**src/hw/rtl/tpc_pkg.sv**
```systemverilog
package tpc_pkg;

  localparam int CoordW   = 32;
  localparam int PlaneW   = 32;
  localparam int FracBits = 16;
  localparam int ProdW    = CoordW + PlaneW;
  localparam int DistW    = CoordW + PlaneW - FracBits + 1;
  localparam int DenW     = DistW;
  localparam int DaW      = DistW - 1;
  localparam int DaLoW    = DaW / 2;
  localparam int DaHiW    = DaW - DaLoW;
  localparam int DivW     = CoordW + DaW;
  localparam int DivSteps = CoordW;

  localparam logic [PlaneW-1:0] NormalZReset = PlaneW'(64'd1 << FracBits);

  typedef enum logic [1:0] {
    REG_NX,
    REG_NY,
    REG_NZ,
    REG_OFFSET
  } reg_idx_e;

  typedef enum logic [1:0] {
    MODE_NONE,
    MODE_ALL,
    MODE_ONE,
    MODE_TWO
  } mode_e;

  typedef logic [2:0][CoordW-1:0] vtx_t;

  typedef struct packed {
    logic [DenW-1:0]   rem;
    logic [CoordW-1:0] lq;
    logic [CoordW-1:0] base;
    logic              neg;
  } lane_t;

  typedef struct packed {
    logic [DenW-1:0] den;
    lane_t [2:0]     lane;
  } cross_t;

  typedef struct packed {
    mode_e             mode;
    vtx_t              sa;
    vtx_t              sb;
    vtx_t              sc;
    logic [CoordW-1:0] color;
  } pay_t;

  typedef struct packed {
    pay_t         pay;
    cross_t [1:0] cr;
  } work_t;

endpackage

```
**src/hw/rtl/tpc_out.sv**
```systemverilog
module tpc_out import tpc_pkg::*; (
  input  logic              clk_i,
  input  logic              rst_ni,
  input  logic              valid_i,
  input  work_t             work_i,
  output logic              busy_o,
  output logic              out_valid_o,
  output logic              out_last_o,
  output vtx_t [2:0]        out_vtx_o,
  output logic [CoordW-1:0] out_color_o
);

  typedef struct packed {
    vtx_t p0;
    vtx_t p1;
    vtx_t p2;
  } tri_t;

  function automatic logic [CoordW-1:0] sat_coord(input logic [CoordW+1:0] s);
    logic [CoordW-1:0] r;
    if (s[CoordW+1:CoordW-1] == '0 || s[CoordW+1:CoordW-1] == '1) begin
      r = s[CoordW-1:0];
    end else if (s[CoordW+1]) begin
      r = {1'b1, {(CoordW-1){1'b0}}};
    end else begin
      r = {1'b0, {(CoordW-1){1'b1}}};
    end
    return r;
  endfunction

  logic [1:0][2:0][CoordW+1:0] ext_base, ext_q, sum;
  vtx_t [1:0]                  xv;
  tri_t                        tri0_d, tri1_d;
  logic                        two_d;

  logic                        fx_valid_q, fx_two_q;
  tri_t                        fx_tri0_q, fx_tri1_q;
  logic [CoordW-1:0]           fx_color_q;

  logic                        pend_q, out_valid_q, out_last_q;
  tri_t                        out_tri_q, sec_tri_q;
  logic [CoordW-1:0]           out_color_q;

  always_comb begin
    for (int k = 0; k < 2; k++) begin
      for (int j = 0; j < 3; j++) begin
        ext_base[k][j] = {{2{work_i.cr[k].lane[j].base[CoordW-1]}},
                          work_i.cr[k].lane[j].base};
        ext_q[k][j]    = {2'b00, work_i.cr[k].lane[j].lq};
        sum[k][j]      = work_i.cr[k].lane[j].neg ? ext_base[k][j] - ext_q[k][j]
                                                  : ext_base[k][j] + ext_q[k][j];
        xv[k][j]       = sat_coord(sum[k][j]);
      end
    end
  end

  always_comb begin
    tri0_d = '{p0: work_i.pay.sa, p1: work_i.pay.sb, p2: work_i.pay.sc};
    tri1_d = '{p0: work_i.pay.sb, p1: xv[0], p2: xv[1]};
    two_d  = 1'b0;
    unique case (work_i.pay.mode)
      MODE_ONE: tri0_d = '{p0: work_i.pay.sa, p1: xv[0], p2: xv[1]};
      MODE_TWO: begin
        tri0_d = '{p0: work_i.pay.sa, p1: work_i.pay.sb, p2: xv[0]};
        two_d  = 1'b1;
      end
      default: ;
    endcase
  end

  always_ff @(posedge clk_i or negedge rst_ni) begin
    if (!rst_ni) begin
      fx_valid_q  <= 1'b0;
      fx_two_q    <= 1'b0;
      pend_q      <= 1'b0;
      out_valid_q <= 1'b0;
      out_last_q  <= 1'b0;
    end else if (pend_q) begin
      pend_q      <= 1'b0;
      out_valid_q <= 1'b1;
      out_last_q  <= 1'b1;
    end else begin
      fx_valid_q  <= valid_i;
      fx_two_q    <= two_d;
      pend_q      <= fx_valid_q && fx_two_q;
      out_valid_q <= fx_valid_q;
      out_last_q  <= !fx_two_q;
    end
  end

  always_ff @(posedge clk_i) begin
    if (pend_q) begin
      out_tri_q <= sec_tri_q;
    end else begin
      fx_tri0_q   <= tri0_d;
      fx_tri1_q   <= tri1_d;
      fx_color_q  <= work_i.pay.color;
      out_tri_q   <= fx_tri0_q;
      sec_tri_q   <= fx_tri1_q;
      out_color_q <= fx_color_q;
    end
  end

  assign busy_o       = pend_q;
  assign out_valid_o  = out_valid_q;
  assign out_last_o   = out_last_q;
  assign out_vtx_o[0] = out_tri_q.p0;
  assign out_vtx_o[1] = out_tri_q.p1;
  assign out_vtx_o[2] = out_tri_q.p2;
  assign out_color_o  = out_color_q;

endmodule

```
**config.mk**
```make
export PLATFORM = sky130hd
export DESIGN_NAME = tpc_out
export DESIGN_NICKNAME = d
export VERILOG_FILES = /design/src/hw/rtl/tpc_pkg.sv /design/src/hw/rtl/tpc_out.sv
export SDC_FILE = /design/constraint.sdc
export NUM_CORES = 2
export LEC_CHECK = 0
export BUFFER_PORTS_ARGS = -buffer_cell sky130_fd_sc_hd__buf_2
export CORE_AREA = 2 2 562 564
export DETAILED_ROUTE_END_ITERATION = 8
export DIE_AREA = 0 0 564 566
export PLACE_DENSITY_LB_ADDON = 0.08
export SLEW_MARGIN = 20
export SYNTH_ARGS = -nofsm -noshare
export SYNTH_HDL_FRONTEND = slang
export SYNTH_SLANG_ARGS = --single-unit
```
**constraint.sdc**
```tcl
create_clock -name clk_i -period 32.3 [get_ports clk_i]
set_input_delay 6.46 -clock clk_i [delete_from_list [all_inputs] [get_ports clk_i]]
set_output_delay 6.46 -clock clk_i [all_outputs]
set_load 0.02 [all_outputs]
```
# Yosys cells after proc, flatten, opt, wreduce, memory -nomap -nowiden
# Cells that the tools add are included.
[op_classes]
muxes = 24
n_addsub = 12
n_eq_ne = 8
reduce_logical = 14
[ops]
columns = ["operator", "n"]
rows = [
  ["32-bit two-way mux", 12],
  ["192-bit one-hot mux with 2 select lines", 1],
  ["288-bit two-way mux", 1],
  ["32-bit by 33-bit adder with 34-bit output", 6],
  ["34-bit two-way mux", 6],
  ["32-bit by 33-bit subtractor with 34-bit output", 6],
  ["3-bit == test, second input constant", 6],
  ["3-bit zero test", 6],
  ["1-bit logical OR", 6],
  ["2-bit == test, second input constant", 2],
  ["1-bit two-way mux", 4],
  ["1-bit logical AND", 1],
  ["1-bit zero test", 1],
]
[word_totals]
register_bits = 1221
input_bits = 1107
wordCells = 101
out_inout_bits = 323

# Logic depth before layout (Yosys ltp)
[depth]
ltp_word = 6
mapped_depth = 25

# Worst setup path before layout
# No wires, ideal clock.
[synth_path]
kind = "flip-flop to flip-flop"
start = "register pend_q, in the netlist busy_o"
end = "register pend_q, in the netlist busy_o"
arrival_time_ns = 20.594
stages_incl_launch_ff = 6
setup_ns = 0.179
setup_slack_ns = 11.527
n_path_buf = 3
cell_sequence = "dfrtp_1 clkbuf_1 clkbuf_1 clkbuf_1 inv_1 and3_1"
[synth_between]
elab_chain_len = 1
[synth_lines]
columns = ["item", "line", "text"]
rows = [
  ["start, declared", "tpc_out.sv:40", "logic pend_q, out_valid_q, out_last_q;"],
  ["start signal, assigned", "tpc_out.sv:85", "pend_q <= fx_valid_q && fx_two_q;"],
  ["1-bit two-way mux", "tpc_out.sv:78", "end else if (pend_q) begin"],
]
# No other way between the ends.
# A chain may end at the register's enable or synchronous reset.

==> out/metrics.cfg <==
[pwr]
switchingPower_mw=1.72
pwr-share-seq_pct=42.7
leakagePower_nw=28.2
power_frac_clock_pct=32.2
swShare_pct=32.6
p_int_mw=3.55
combPwrFrac_pct=25.1
ir_drop_mv=0.0418
powerDensity_mw_per_mm2=73.1

[logic_synthesis]
syn_area_mm2=0.0571
synth_ff_type=edfxtp_1
ys_seq_area_share_pct=59.1
synthArstFlopShare_pct=0.410
yosys.area.top_type=edfxtp_1
yosys_register_bits=1221
synth-edff-count=928
synthTopCellsByArea=edfxtp_1, dfxtp_1, mux2_2
synth_fp_nets=6013
avgSynthCellArea_um2=12.2
synth_common_cells=edfxtp_1, a21oi_1, nand2_1
synth_cell_types=93
yosysMostFrequentCell=edfxtp_1
yosys.area.top_type_share_pct=48.8
synthCells=4696
yosysWarnings=0

[drt]
firstDrtPassIters=7
wl_per_cell_um=25.2
antenna_left=0
avgViaCountPerCell=4.16
drtIter0Drc=2683
finalWirelength_um=254000
vias=41800
drcViolationCount=0

[timing]
worst_slack_ns=19.43
finalSetupViolations=0
timing.fmax_mhz=77.7
tightest_slew_ns=1.07
period_share_pct=39.9
tns_ns=0
finalClockSkew_ns=0.0539
final_max_slew_viol_count=0
maxSlewHeadroom_pct=28.9
final_hold_viol_count=0
rsz0062_at_grt=false
fin_crit_ns=12.87

[place]
place_ws_ns=18.64
routabilityCongestion=0.809
numPortBuffers=1037
dp_hpwl_um=199000

[worst_setup_path]
critPathLaunchType=input pin
cp_max_fo=11
critPathRequiredTime_ns=32.89
worst_setup_path_end_kind=flip-flop
cp.arrival_ns=13.46
crit_type=in -> reg

[global_routing]
grt_overflow=0
grt_start_max_net_pins=155
antenna_found_initial=155
grt_pass1_wl_um=345000
grt_usage_pct=15.3
grt_pass1_vias=42400

[clocking]
post_cts_buffers=0
cts_tree=built
clk_latency_ns=0.82
post_cts_resized=0
cts_inserted_buffers=161
hold_buffers=0
h-tree-depth=4
cts-root-buf=clkbuf_16
clk_path_buf_depth=4
clk_pin_slew_ns=0.06
clock_sinks=1221

[layout]
final_core_util_pct=23.0
seqCellArea_mm2=0.0338
layout-drive-gt1-share_pct=29.1
area_growth_pct=26.3
nNetsFinal=7060
multi_input_area_mm2=0.0220
fill_cells=33900

[floorplan]
die_area_mm2=0.319
initial_core_util_pct=18.2
fp.dieH_um=566
ios=1430
die_x_um=564
core_mm2=0.313
rows=206

[flow_run]
max_cap_violations=0

[hold_path]
hold_class=reg -> reg

[status]
status=complete, no violations

metrics by stage:
step	cell area [um2]	power (mW)	cells	hold WS, ns
2_1_floorplan	57100	3.03	4696	0.400
6_report	72100	5.27	10000	0.378
5_1_grt	72100	5.57	10000	0.389
4_1_cts	72000	5.41	10000	0.376
3_5_place_dp	67200	3.65	9740	0.405
3_3_place_gp	67200	3.65	9740	0.400
kinds of logic (layout without fill, tap and decap cells):
logic type	Yosys count	after routing	synth area share, %
mux	331	331	6.52
fa+ha+maj	210	210	4.68
other cells	0	23	0
xor+xnor	362	362	5.55
compound gates	1151	1151	13.0
buf+inv	368	1533	2.51
flops	1221	1221	59.1
simple gates	1053	1053	8.58
final cells by class:
type                       instances  area share, %
sequential                      1221           46.8
timing repair buffer            1092           7.81
clock buffer                     214           5.99
inverter                         160          0.847
antenna                           23         0.0798
tap                             4160           7.22
multi-input combinational       3107           30.5
clock inverter                    67          0.732
power groups by stage:
stage          Sequential, mW  Combinational, mW  Clock (mW)
2_1_floorplan            2.39              0.637           0
5_1_grt                  2.29               1.45        1.84
4_1_cts                  2.26               1.37        1.78
6_report                 2.25               1.32        1.70
3_5_place_dp             2.29               1.36           0
3_3_place_gp             2.28               1.36           0
worst paths after layout:
| path | start | end | slack (ns) | cells past startpoint |
|---|---|---|---|---|
| min in group asynchronous | rst_ni | out_valid_o | 5.44 | 1 |
| max reg2reg | busy_o | fx_tri0_q[43] | 27.45 | 5 |
| max in group asynchronous | rst_ni | busy_o | 26.70 | 1 |
| max | work_i[38] | fx_tri0_q[2] | 19.43 | 21 |
| min | fx_tri1_q[36] | sec_tri_q[36] | 0.38 | 0 |
| min reg2reg | fx_tri1_q[36] | sec_tri_q[36] | 0.38 | 0 |
critical path: stages:
cell	delay, ns
buf_2	0.13
or4_1	0.59
or3_1	0.40
nor4_1	0.26
nand2_1	0.09
nor3_1	0.63
nand3_1	0.15
nor2_1	0.28
a21oi_1	0.13
xnor2_1	0.57
ha_1	0.34
nand4_1	0.22
nor2_1	0.28
a32oi_1	0.13
nand4_1	0.11
a21oi_1	0.06
xnor2_1	0.75
o22ai_2	0.47
a21oi_1	0.94
o22ai_1	0.19
a21oi_1	0.26
flip-flops by register name, indices dropped and copies added, names as in the netlist:
| name | flops |
|---|---|
| sec_tri_q | 288 |
| busy_o | 1 |
| fx_two_q | 1 |
| fx_color_q | 32 |
| out_vtx_o | 288 |
| out_valid_o | 1 |
| fx_tri0_q | 288 |
| out_color_o | 32 |
| out_last_o | 1 |
| fx_valid_q | 1 |
| fx_tri1_q | 288 |
metal layers:
metal,routed length [um],GRT usage (%),vias up
met5,431,0,-
met4,5300,3.07,66
met3,18000,4.08,399
met2,115000,24.7,1275
met1,114000,20.5,20400
li1,-,-,19700
cell usage in the layout (no fill, tap or decap), types with 33 or more instances in the layout:
master	n
xor2_1	91
mux2_2	326
nand2_1	366
nand3_1	58
nor2b_1	34
clkbuf_1	45
xnor2_1	270
ha_1	204
buf_4	55
nor2_1	267
a211oi_1	63
nand2b_1	33
a21o_1	98
nor3_1	106
edfxtp_1	928
o21a_1	46
o21ai_0	222
buf_2	1035
clkbuf_16	162
dfxtp_1	288
a21oi_1	366
inv_1	157
a31oi_1	51
No activity file was read; power rests on OpenSTA's default activity.
